[src/rtl/core/bsnm_ram.sv]
// Generic single-write, single-read RAM with registered read data.
// Standalone; no package dependency.
`timescale 1ns / 1ps
`default_nettype none

module bsnm_ram #(
    parameter  int WIDTH  = 32,
    parameter  int DEPTH  = 128,
    localparam int ADDR_W = (DEPTH > 1) ? $clog2(DEPTH) : 1
) (
    input  wire  logic                  clk,
    input  wire  logic                  we,
    input  wire  logic [ADDR_W-1:0]     waddr,
    input  wire  logic [WIDTH-1:0]      wdata,
    input  wire  logic                  re,
    input  wire  logic [ADDR_W-1:0]     raddr,
    output logic       [WIDTH-1:0]      rdata
);

    logic [WIDTH-1:0] mem [DEPTH];

    always_ff @(posedge clk)
    begin
        if (we)
        begin
            mem[waddr] <= wdata;
        end
    end

    // Read data holds until the next read
    always_ff @(posedge clk)
    begin
        if (re)
        begin
            rdata <= mem[raddr];
        end
    end

endmodule

`default_nettype wire

[config.mk]
export PLATFORM = sky130hd
export DESIGN_NAME = bsnm_ram
export DESIGN_NICKNAME = d
export VERILOG_FILES = /design/src/rtl/core/bsnm_ram.sv
export SDC_FILE = /design/constraint.sdc
export NUM_CORES = 2
export LEC_CHECK = 0
export BUFFER_PORTS_ARGS = -buffer_cell sky130_fd_sc_hd__clkbuf_2
export CAP_MARGIN = 40
export CORE_MARGIN = 5
export CORE_UTILIZATION = 57
export CTS_CLUSTER_DIAMETER = 50
export DETAILED_ROUTE_END_ITERATION = 10
export PLACE_DENSITY = 0.76
export REMOVE_ABC_BUFFERS = 1
export SLEW_MARGIN = 20
export SYNTH_ARGS = -nofsm -noshare
export SYNTH_HDL_FRONTEND = slang
export SYNTH_SLANG_ARGS = --single-unit
[constraint.sdc]
create_clock -name clk -period 3.5 [get_ports clk]
set_clock_uncertainty 0.15 [all_clocks]
set_input_delay 0 -clock clk [delete_from_list [all_inputs] [get_ports clk]]
set_output_delay 0 -clock clk [all_outputs]
set_load 0.005 [all_outputs]
=== Word-level counts from Yosys, hierarchy flattened ===
Memory sizes are Yosys's and may differ from the RTL's. A register that Yosys moved wholly into a read port is not among the register bits.
Index checks and enable logic that the tools add are counted.

* Bits in writable memories: 4096
* Register bits after elaboration: 0
* Output and inout bits: 32
* ROM bits: 0
* Memories: 1
* Latch bits: 0
* Input port bits: 49

* Bitwise logic cells: 0
* Multiplexer cells: 2
* Divide/modulo/power cells: 0
* Reduce and logical (&&, ||, !) cells: 0
* $add $sub $neg: 0
* Shifts and indexed selects: 0
* Eq/ne operators: 0
* $mul: 0
* $lt $le $gt $ge: 0

{| class="wikitable"
|+ Memory list
! memory !! depth !! width !! rd ports !! clocked after Yosys merged registers in !! wr ports !! line !! text
|-
| mem || 128 || 32 || 1 || 1 || 1 || 20 || <nowiki>logic [WIDTH-1:0] mem [DEPTH];</nowiki>
|}

{| class="wikitable"
|+ Operator list
! cell !! count
|-
| 2-to-1 mux 1 bit || 2
|}

=== Logic depth before layout (Yosys ltp) ===
* Depth after elaboration: 2
* Mapped depth: 8
* Mapped depth without buffers: 4

=== Least setup slack after synthesis ===
OpenSTA, ideal clock, no wires.

* Path kind: input -> register
* From: in we
* To: mem mem[98][0], enable pin
* Cell stages on the path: 3
* Required time: 2889 ps
* Buffers on the path: 1
* Slack: 111 ps
* Arrival: 2778 ps
* Library setup time: 461 ps
* Path through: clkbuf_1 > nand4_1 > nor3_1

* Word-level cells in the longest chain between the ends: 2

{| class="wikitable"
|+ Ends and longest elaborated chain
! what !! line !! text
|-
| from (decl) || 12 || <nowiki>input wire logic we,</nowiki>
|-
| 2-to-1 mux 1 bit || 24 || <nowiki>if (we)</nowiki>
|-
| 2-to-1 mux 1 bit (not written as such) || 26 || <nowiki>mem[waddr] <= wdata;</nowiki>
|-
| to (decl) || 20 ||
|}

Every way passes these cells.

==> flow_summary.yaml <==
clock_network:
  clock_path_buffers: 4
  cts_tree: "done"
  htree_levels: 5
  post_cts_buffers: 0
  cts_resized: 0
  cts.clk_slew.worst_paths_ns: 0.06
  cts-buffers-inserted: 399
  clkLatencyLatePin_ns: 0.94
  cts_root_buffer: "clkbuf_16"
  numClockSinks: 4128
grt:
  antenna_found_initial: 60
  overflow: 0
  grt_pass1_wl_mm: 617
  grt_pass1_vias: 78000
  grt_max_degree: 82
  track_usage: 0.312
logic_synthesis:
  synthAdderAreaFrac: 0
  ys_ff_latch: 4128
  ys_warn_count: 0
  synthXorXnorAreaFrac: 0
  netlist-cell-type-count: 16
  synth-edff-count: 4128
  syn-mean-instance-area_um2: 26.1
  synth-simple-area-share: 0.00445
  synth_area_leaders: "edfxtp_1, mux4_2, clkbuf_1"
  yosysTopAreaCellShare: 0.792
  synth_compound_area_frac: 0
  yosysMostFrequentCell: "edfxtp_1"
  yosysSeqAreaShare: 0.792
  synth_area_um2: 157000
  ys_async_sr_fraction: 0
  synthCells: 5990
  synth_top_family_by_area: "multiplexers"
  synth_top_cell_by_area: "edfxtp_1"
  synth_ff_type: "edfxtp_1"
  synth_common_cells: "edfxtp_1, mux4_2, clkbuf_1, nor2_1, buf_2"
  synthMuxAreaShare: 0.196
drt:
  routed_wl_mm: 444
  drtIter0Drc: 13900
  routed_via_density: 7.21
  antenna_left: 0
  dr.pass1.iters: 7
  drc: 0
  num_vias: 76300
  wl_per_cell_um: 41.9
pwr:
  p_sw_frac: 0.216
  ir_worst_vdd_v: 0.000678
  power_switching_uw: 22300
  power.density_nw_per_um2: 572
  clock_power_share: 0.414
  p_leak_uw: 0.0557
  comb_power_share: 0.055
  pwr-share-seq: 0.531
  power.internal_uw: 80900
worst_setup_path:
  crit_slowest_cell: "mux4_2"
  path_delay_family: "multiplexers"
  cpMostUsedCell: "mux4_2"
  startpoint_type: "flop"
  critPathMaxStageDelay_ns: 0.64
  end_kind: "flop"
  critical_path_peak_fanout: 1
  path_cells: "mux4_2, mux4_2, mux4_2, mux2_2, dlygate4sd3_1"
  worstPathArrival_ns: 3.91
  path_class: "flop to flop"
  worst-path-buf-inv: 1
  required_ns: 4.05
final_layout:
  drive_gt1_frac: 0.370
  multiInputGateArea_um2: 32300
  ff_latch_area_um2: 124000
  fillers: 15400
  nNetsFinal: 6699
  area_delta_synth_final_pct: 15.1
sta:
  rsz0062_at_grt: "no"
  maxSlewHeadroom: 0.367
  max_freq_ghz: 0.297
  hold_violations: 0
  setup_viol: 0
  min_period_ns: 3.36
  worst_pin_slew_ns: 0.947
  period_share: 0.961
  drv_slew: 0
  fin_setup_tns_ns: 0
  layout_setup_ws_ns: 0.138
outcome:
  status: "complete, no violations"
placed_design:
  io_buffers: 80
  gp_congestion: 0.841
  hpwl_mm: 227
  pre_cts_ws_ns: 0.00137
die:
  die_x_um: 534
  die-area_um2: 285000
  ios: 81
  rows: 192
  die_h_um: 534
  start_util: 0.572
  core_area_um2: 274000
hold_path:
  hold_class: "input port to flop"
flow_run:
  maxCapViolations: 0
-- layout by cell type (no fill, tap or decap), types with 2 or more instances in the layout --
master	synthesis	final
nand2_1	14	13
clkinv_16	0	3
diode_2	0	24
clkinvlp_4	0	14
inv_8	0	2
dlygate4sd3_1	0	68
inv_6	0	15
mux2_2	32	32
clkbuf_1	182	75
clkinv_1	0	83
clkbuf_2	0	40
nand3_2	0	4
buf_2	79	5
mux4_2	1344	1344
nor2_1	122	3
nor3_2	0	9
buf_6	2	4
buf_4	3	274
clkinv_8	0	6
nand2b_1	2	2
nand4_1	3	3
buf_8	0	5
nor2_4	0	119
nor2b_1	7	7
edfxtp_1	4128	4128
nand3_1	12	8
buf_16	0	16
clkinv_4	0	10
clkbuf_16	0	406
clkinv_2	0	65
buf_12	0	163
bufinv_16	0	37
-- worst reg2reg max path: stages, from the launching register on --
cell and delay (ns):
edfxtp_1 0.38, mux4_2 0.48, mux4_2 0.63, mux4_2 0.65, mux2_2 0.31, dlygate4sd3_1 0.54
-- repair_timing --
| action | 4_1_cts | 5_1_grt |
|---|---|---|
| setup endpoints to repair | 0 | 0 |
| hold endpoints to repair | 5538 | 17 |
| hold buffers | 69 | 3 |
-- per-stage QoR --
step,total power [uW],utilization,instances,area (um^2),hold WS (ns)
6_report,103000,0.659,10600,180000,0.0345
5_1_grt,106000,0.659,10600,180000,0.0343
4_1_cts,103000,0.658,10500,180000,0.000672
3_5_place_dp,61100,0.609,9757,167000,0.261
3_3_place_gp,60900,0.607,9738,166000,0.297
2_1_floorplan,57800,-,5674,155000,-0.0511
-- sequential cells by signal, indices dropped and copies added, names as in the netlist --
register,flops
mem,4096
rdata,32
-- area by class of cell --
| type | count | share of cell area |
|---|---|---|
| sequential | 4128 | 0.687 |
| tap | 3589 | 0.0249 |
| timing repair buffer | 575 | 0.0376 |
| clock buffer | 481 | 0.0579 |
| antenna | 24 | 0.000333 |
| clock inverter | 235 | 0.0127 |
| multi-input combinational | 1546 | 0.179 |
-- final timing paths --
path | from | end | slack [ns] | depth (start not counted)
worst min register to register | mem[127][27] | rdata[27] | 1.06 | 4
worst max register to register | mem[115][15] | rdata[15] | 0.14 | 5
worst min-delay path | wdata[26] | mem[96][26] | 0.03 | 2
worst max-delay path | mem[115][15] | rdata[15] | 0.14 | 5
-- power groups by stage --
| stage | Clock (uW) | Sequential (uW) | Combinational, uW |
|---|---|---|---|
| after floorplan | 0 | 55700 | 2020 |
| after global placement | 0 | 55800 | 5120 |
| after detailed placement | 0 | 55800 | 5320 |
| after CTS | 42900 | 54800 | 5540 |
| after global routing | 45400 | 54700 | 5830 |
| final | 42700 | 54800 | 5680 |
-- cell families after synthesis --
group / after synthesis
buffers and inverters: 316
AND/OR/NAND/NOR: 170
flip-flops: 4128
multiplexers: 1376
-- layer usage --
layer  wire length, um  global-route usage  vias up  share of wire
met3             63800              0.0885     1208           0.14
met5               169                   0        -        0.00038
met1            143000               0.415    40200           0.32
met2            212000               0.485     7132           0.48
li1                  -                   -    27700              -
met4             24600               0.149       24          0.055
Power figures use the tool's default switching activity.
