### config.mk
export PLATFORM = sky130hd
export DESIGN_NAME = bsnm_scan
export DESIGN_NICKNAME = d
export VERILOG_FILES = /design/src/rtl/core/bsnm_pkg.sv /design/src/rtl/core/bsnm_scan.sv
export SDC_FILE = /design/constraint.sdc
export NUM_CORES = 1
export LEC_CHECK = 0
export ABC_CLOCK_PERIOD_IN_PS = 4200
export BUFFER_PORTS_ARGS = -buffer_cell sky130_fd_sc_hd__clkbuf_2
export CAP_MARGIN = 10
export CORE_UTILIZATION = 40
export DETAILED_ROUTE_END_ITERATION = 6
export PLACE_DENSITY = 0.83
export SYNTH_ARGS = -nofsm -noshare
export SYNTH_HDL_FRONTEND = slang
export SYNTH_SLANG_ARGS = --single-unit
### constraint.sdc
create_clock -name vclk -period 4.2
set_clock_uncertainty 0.2 [all_clocks]
set_input_delay 0.42 -clock vclk [all_inputs]
set_output_delay 0.42 -clock vclk [all_outputs]
set_load 0.01 [all_outputs]
### src/rtl/core/bsnm_pkg.sv
// Shared constants, types and helpers for the nearest-member bitmap set.
// Used by bsnm_scan and the top level under rtl/core; depends on nothing else.
`timescale 1ns / 1ps
`default_nettype none

package bsnm_pkg;

    // Covered value range is 0 .. 2^VALUE_BITS - 1
    localparam int VALUE_BITS   = 12;
    localparam int WORD_BITS    = 32;
    localparam int BIT_IDX_W    = $clog2(WORD_BITS);
    localparam int TOTAL_VALUES = 1 << VALUE_BITS;
    localparam int NUM_WORDS    = TOTAL_VALUES / WORD_BITS;
    localparam int WORD_IDX_W   = VALUE_BITS - BIT_IDX_W;

    // Occupancy flags are kept in chunks that the shared search unit covers in one step
    localparam int SCAN_BITS    = (NUM_WORDS < WORD_BITS) ? NUM_WORDS : WORD_BITS;
    localparam int SCAN_IDX_W   = $clog2(SCAN_BITS);
    localparam int NUM_CHUNKS   = NUM_WORDS / SCAN_BITS;
    localparam int CHUNK_IDX_W  = (NUM_CHUNKS > 1) ? $clog2(NUM_CHUNKS) : 1;

    localparam logic [1:0] OP_INSERT  = 2'd0;
    localparam logic [1:0] OP_CLOSEST = 2'd1;
    localparam logic [1:0] OP_MEMBER  = 2'd2;

    localparam logic [1:0] ST_OK    = 2'd0;
    localparam logic [1:0] ST_EMPTY = 2'd1;
    localparam logic [1:0] ST_RANGE = 2'd2;

    typedef struct packed {
        logic [WORD_BITS-1:0] vec;
        logic                 find_high;
    } scan_req_t;

    typedef struct packed {
        logic                 found;
        logic [BIT_IDX_W-1:0] idx;
    } scan_rsp_t;

    // Flag chunk that holds a given word's occupancy bit
    function automatic logic [CHUNK_IDX_W-1:0] chunk_of(input logic [WORD_IDX_W-1:0] w);
        logic [WORD_IDX_W:0] tmp;
        tmp = {1'b0, w} >> SCAN_IDX_W;
        return tmp[CHUNK_IDX_W-1:0];
    endfunction

    // Word index from chunk index and position inside the chunk
    function automatic logic [WORD_IDX_W-1:0] word_of(input logic [CHUNK_IDX_W-1:0] c,
                                                      input logic [SCAN_IDX_W-1:0] p);
        return WORD_IDX_W'({c, p});
    endfunction

endpackage

`default_nettype wire

### src/rtl/core/bsnm_scan.sv
// Shared search unit: highest or lowest set bit of one 32-bit vector.
// Depends on bsnm_pkg for the request and response types.
`timescale 1ns / 1ps
`default_nettype none

module bsnm_scan (
    input  wire  bsnm_pkg::scan_req_t req,
    output bsnm_pkg::scan_rsp_t       rsp
);

    always_comb
    begin
        rsp.found = |req.vec;
        rsp.idx   = '0;
        if (req.find_high)
        begin
            for (int i = 0; i < bsnm_pkg::WORD_BITS; i++)
            begin
                if (req.vec[i])
                begin
                    rsp.idx = bsnm_pkg::BIT_IDX_W'(i);
                end
            end
        end
        else
        begin
            for (int i = bsnm_pkg::WORD_BITS - 1; i >= 0; i--)
            begin
                if (req.vec[i])
                begin
                    rsp.idx = bsnm_pkg::BIT_IDX_W'(i);
                end
            end
        end
    end

endmodule

`default_nettype wire

Yosys cells after proc, flatten, opt, wreduce, memory -nomap -nowiden --
Index checks and enable logic that the tools add are counted. Widths: inputs -> output; s select.
Word-level totals: output and inout bits 6, word-level logic and storage cells 65, register bits after elaboration 0
Cells by class: reductions and logical operators 1, mux-type cells 64
Operators with widths (number):
- $mux 5 | 63
- $reduce_or 32->1 | 1
- $mux 1 | 1

Depth between registers and ports, before layout --
Gate-level depths: netlist of run 1.
depth after elaboration 33, depth in mapped cells 5, gate-level depth less buffers 5

Worst setup path after synthesis of run 1 --
OpenSTA, ideal clock, no wires.
kind input port to output port, start point input port req[28] (netlist name), end point output port rsp[2] (netlist name), data required time 3.580 ns, stages on the path 5, slack 2.114 ns, arrival time 1.466 ns, cells stage by stage or4_4 -> o21ai_1 -> a21boi_1 -> o21ai_0 -> a22o_1
RTL lines:
- from (decl) | line bsnm_scan.sv:7 | input wire bsnm_pkg::scan_req_t req,
- to (decl) | line bsnm_scan.sv:8 | output bsnm_pkg::scan_rsp_t rsp

==> results of run 1 <==
## cell families after synthesis
family | count (synthesis)
compound gates | 46
simple gates | 58
buf+inv | 10
## power breakdown
group | internal (uW) | total, uW | switching, uW
logic | 30.5 | 74.7 | 44.2
registers | 0 | 0 | 0
clock network | 0 | 0 | 0
## critical path, delay by kind of cell
kind | cells | cell delay, ps
buf+inv | 2 | 240
compound gates | 4 | 660
simple gates | 1 | 520
## cells in the final DEF (no fill, tap or decap), types with 2 or more instances in the layout
cell      Yosys  final
a21oi_1       9      9
o21ai_1       2      2
nor4_2        2      2
o21ai_0       5      5
a21boi_1      2      2
or3_1         4      4
nor4_1        6      6
a221oi_1      2      2
nand2b_1      4      4
o21bai_1      3      3
inv_1         9      9
nor2_1       17     17
nor2b_1       3      3
nor3_1       10     10
clkbuf_2      0     39
o21a_1        2      2
o31ai_1       5      5
nand2_1       4      4
or4_4         2      2
a211oi_1      2      2
o211ai_1      6      6
nand4_1       2      2
## worst paths after layout
path | start | end | slack, ps | depth (start not counted)
setup / recovery | req[23] | rsp[2] | 1740 | 7
hold / removal | req[31] | rsp[1] | 1100 | 4
## area by class of cell
cell class                      instances  area (sq um)  share of cell area
Timing Repair Buffer                   39           195               0.220
Multi-Input combinational cell        104           639               0.720
Tap cell                               16          20.0              0.0225
Inverter                                9          33.8              0.0380
## layer usage
metal,routed length [microns],part of all wire,vias up
met5,0,0,-
met4,20,0.0087,0
met3,155,0.068,4
met2,1120,0.49,51
met1,996,0.43,483
li1,-,-,536
## metrics by stage
step	total power (uW)	setup slack [ps]	area [sq um]	util	hold slack (ps)
2_1_floorplan	32.7	2110	678	-	796
3_3_place_gp	70.4	1870	888	0.576	1080
3_5_place_dp	72.7	1810	888	0.576	1070
4_1_cts	73.2	1800	888	0.576	1080
5_1_grt	81.7	1630	888	0.576	1090
6_report	74.7	1740	888	0.576	1100
==> qor.yml, run 1 <==
finish:
  area_delta_synth_final_pct: 31.0
  n_antenna_cell: 0
  nets: 187
  clkbuf_count: 0
  nFlopsAndLatches: 0
  ff_latch_area_sq_um: 0
  drive_gt1_frac: 0.296
  finalNonFillerCells: 168
  fillCellCount: 151
timing:
  tns_ps: 0
  grt_setup_unrepaired: "no"
  fmax_mhz: 407
  hold_viol_final: 0
  max_slew_margin: 0.634
  setup_viol: 0
  slew_violations: 0
  tightest_slew_ps: 544
  fin_crit_ps: 2460
  period_share: 0.585
clock_tree:
  cts_setup_buffers: 0
  cts_resized: 0
  cts_hold_buf: 0
synthesis:
  synthAdderAreaFrac: 0
  ys_top_cells_by_area: "nor2_1 (9.4%), nor3_1 (7.4%), a21oi_1 (6.6%), o211ai_1 (6.6%), nor4_1 (5.5%)"
  ys.warnings.count: 0
  synth_top_family_by_area: "simple AND/OR/NAND/NOR gates"
  synth_most_common_cell: "nor2_1"
  synth_top_cell_area_share: 0.0941
  ys_types: 34
  synth_xor_area_frac: 0
  synthMuxAreaShare: 0
  synth_common_cells: "nor2_1 (17), nor3_1 (10), a21oi_1 (9), inv_1 (9)"
  synth_area_per_cell_sq_um: 5.95
  syn_area_sq_um: 678
  synth_compound_area_frac: 0.469
  synth-seq-area-share: 0
  yosys.area_share.simple: 0.474
  syn_nets: 147
  post-synth-top-area-cell: "nor2_1"
  synthCells: 114
placement:
  dp_cells: 168
  dp_hpwl_mm: 1.89
  place_congestion: 0.904
  port_buffers: 39
worst_setup_path:
  critPathLaunchType: "primary input"
  crit_chain: "clkbuf_2 > nor4_1 > o21ai_1 > a21boi_1 > o21ai_0 > a22o_1 > clkbuf_2"
  cp.arrival_ps: 1840
  path_max_fanout: 4
  crit_slowest_cell: "nor4_1"
  slowest_delay_ps: 520
  crit_type: "primary input to output pin"
  cp.required_ps: 3580
  crit_path_end_kind: "output pin"
  cp_common_cell: "clkbuf_2"
grt:
  overflow: 0
  grt_pass1_vias: 865
  top_usage_layer: "met2"
  grt_pass1_wl_mm: 3.75
  groute.layer.met3.usage: 0.00426
  antenna_found_initial: 0
  grt_util_met2: 0.430
  grt_max_degree: 11
  grt_usage: 0.246
  grtUsageMet1: 0.339
drt:
  drt_wl_total_mm: 2.29
  viasPerCell: 6.39
  wl_per_cell_microns: 13.6
  dr_total_vias: 1074
  drt_iter0_markers: 52
  drc: 0
  antenna_left: 0
  dr.pass1.iters: 4
floorplan:
  start_util: 0.440
  die_w_microns: 43.2
  core_sq_mm: 0.00154
  die_h_microns: 43.2
  ioPinCount: 39
  rows: 14
  fp.dieArea_sq_mm: 0.00186
hold_path:
  hp-class: "primary input to output pin"
power_and_ir_drop:
  p_per_area_mw_per_mm2: 84.1
  power_leakage_uw: 0.000373
  irDropWorstVdd_uv: 35.3
status:
  status: "finished, final reports clean"
flow_run:
  max_cap_violations: 0
Note: power is estimated with default switching activity, not from simulation.
==> run 2: changes to the inputs <==
--- a/config.mk
+++ b/config.mk
@@ -5,12 +5,12 @@
 export SDC_FILE = /design/constraint.sdc
 export NUM_CORES = 1
 export LEC_CHECK = 0
-export ABC_CLOCK_PERIOD_IN_PS = 4200
+export ABC_CLOCK_PERIOD_IN_PS = 2200
 export BUFFER_PORTS_ARGS = -buffer_cell sky130_fd_sc_hd__clkbuf_2
 export CAP_MARGIN = 10
 export CORE_UTILIZATION = 40
 export DETAILED_ROUTE_END_ITERATION = 6
-export PLACE_DENSITY = 0.83
+export PLACE_DENSITY = 0.86
 export SYNTH_ARGS = -nofsm -noshare
 export SYNTH_HDL_FRONTEND = slang
 export SYNTH_SLANG_ARGS = --single-unit
==> constraint.sdc (replaced) <==
create_clock -name vclk -period 2.2
set_clock_uncertainty 0.2 [all_clocks]
set_input_delay 0.22 -clock vclk [all_inputs]
set_output_delay 0.22 -clock vclk [all_outputs]
set_load 0.01 [all_outputs]
==> run 2 against run 1 <==
Compared with the run above: count of clock-buffer cells in the layout unchanged; utilization is 0.49 points higher; global-route usage fell by 0.95 points.
==> qor.yml, run 2 (same netlist as run 1, synthesis figures left out) <==
worst_setup_path:
  crit_path_end_kind: "output pin"
  slowest_delay_ps: 340
  path_delay_family: "compound AO/OA/AOI/OAI gates"
  crit_buf_inv: 2
  critPathLaunchType: "primary input"
  crit_chain: "clkbuf_2 > nor2_1 > o31ai_1 > a211oi_1 > o311a_1 > o221ai_1 > clkbuf_2"
  crit_slowest_cell: "o311a_1"
  crit_type: "primary input to output pin"
  cp_common_cell: "clkbuf_2"
  path_max_fanout: 5
  cp.required_ps: 1780
  cp.arrival_ps: 1630
clock_tree:
  cts_setup_buffers: 0
  cts_resized: 0
  cts_hold_buf: 0
drt:
  drc: 0
  antenna_left: 0
  drt_wl_total_mm: 2.12
  drt_iter0_markers: 40
  viasPerCell: 6.25
  dr_total_vias: 1057
  wl_per_cell_microns: 12.5
  dr.pass1.iters: 4
timing:
  whs_ps: 684
  fmax_mhz: 488
  tightest_slew_ps: 477
  tns_ps: 0
  grt_setup_unrepaired: "no"
  max_slew_margin: 0.679
  setup_viol: 0
  slew_violations: 0
  period_share: 0.931
  hold_viol_final: 0
  fin_crit_ps: 2050
hold_path:
  hp-class: "primary input to output pin"
finish:
  mostFrequentLayoutCells: "clkbuf_2 (39), nor2_1 (17), nor3_1 (10)"
  area_delta_synth_final_pct: 32.1
  nets: 188
  nFlopsAndLatches: 0
  clkbuf_count: 0
  ff_latch_area_sq_um: 0
  drive_gt1_frac: 0.301
  layout_commonest_cell: "clkbuf_2"
  n_antenna_cell: 0
  utilization: 0.581
power_and_ir_drop:
  power_leakage_uw: 0.000378
  irDropWorstVdd_uv: 66.0
  p_total_uw: 141
  p_per_area_mw_per_mm2: 157
floorplan:
  start_util: 0.440
  core_sq_mm: 0.00154
  die_w_microns: 43.2
  die_h_microns: 43.2
  ioPinCount: 39
  rows: 14
  fp.dieArea_sq_mm: 0.00186
grt:
  grt_pass1_vias: 871
  antenna_found_initial: 0
  grt_pass1_wl_mm: 3.55
  grt_max_degree: 11
  grt_usage: 0.236
  overflow: 0
placement:
  place_congestion: 0.920
  port_buffers: 39
  dp_hpwl_mm: 1.79
status:
  status: "finished, final reports clean"
flow_run:
  max_cap_violations: 0
[run 2: changes by cell type in the layout (fill, tap and decap cells not counted), sizes merged]
cell	before	now
buf	0	1
[run 2: final cells by class]
type / count / area [sq um]
fillers: 153 / 646
multi-input cells: 104 / 639
repair buffers: 40 / 203
inverters: 9 / 33.8
well taps: 16 / 20.0
[run 2: through the flow]
step                worst slack, ps  instance area, sq um  std cells
finish                          151                   896        169
global route                   36.9                   896        169
CTS                             210                   896        169
detailed placement              212                   896        169
global placement                274                   896        169
floorplan                       514                   678        114
[run 2: power by group]
group          internal [uW]  leakage (uW)  total (uW)  switching [uW]
logic                   58.7      0.000378         141            82.2
registers                  0             0           0               0
clock network              0             0           0               0
total                   58.7      0.000378         141            82.2
[run 2: per-layer routing]
| layer | global-route usage | vias up | wire length (microns) |
|---|---|---|---|
| met5 | 0 | - | 0 |
| met1 | 0.304 | 474 | 922 |
| met4 | 0.0970 | 0 | 70 |
| li1 | - | 531 | - |
| met2 | 0.400 | 44 | 998 |
| met3 | 0.0170 | 8 | 127 |
[run 2: final timing paths]
check / startpoint / to / slack [ps] / depth (start not counted)
min: req[0] / rsp[4] / 680 / 4
max: req[4] / rsp[1] / 150 / 7
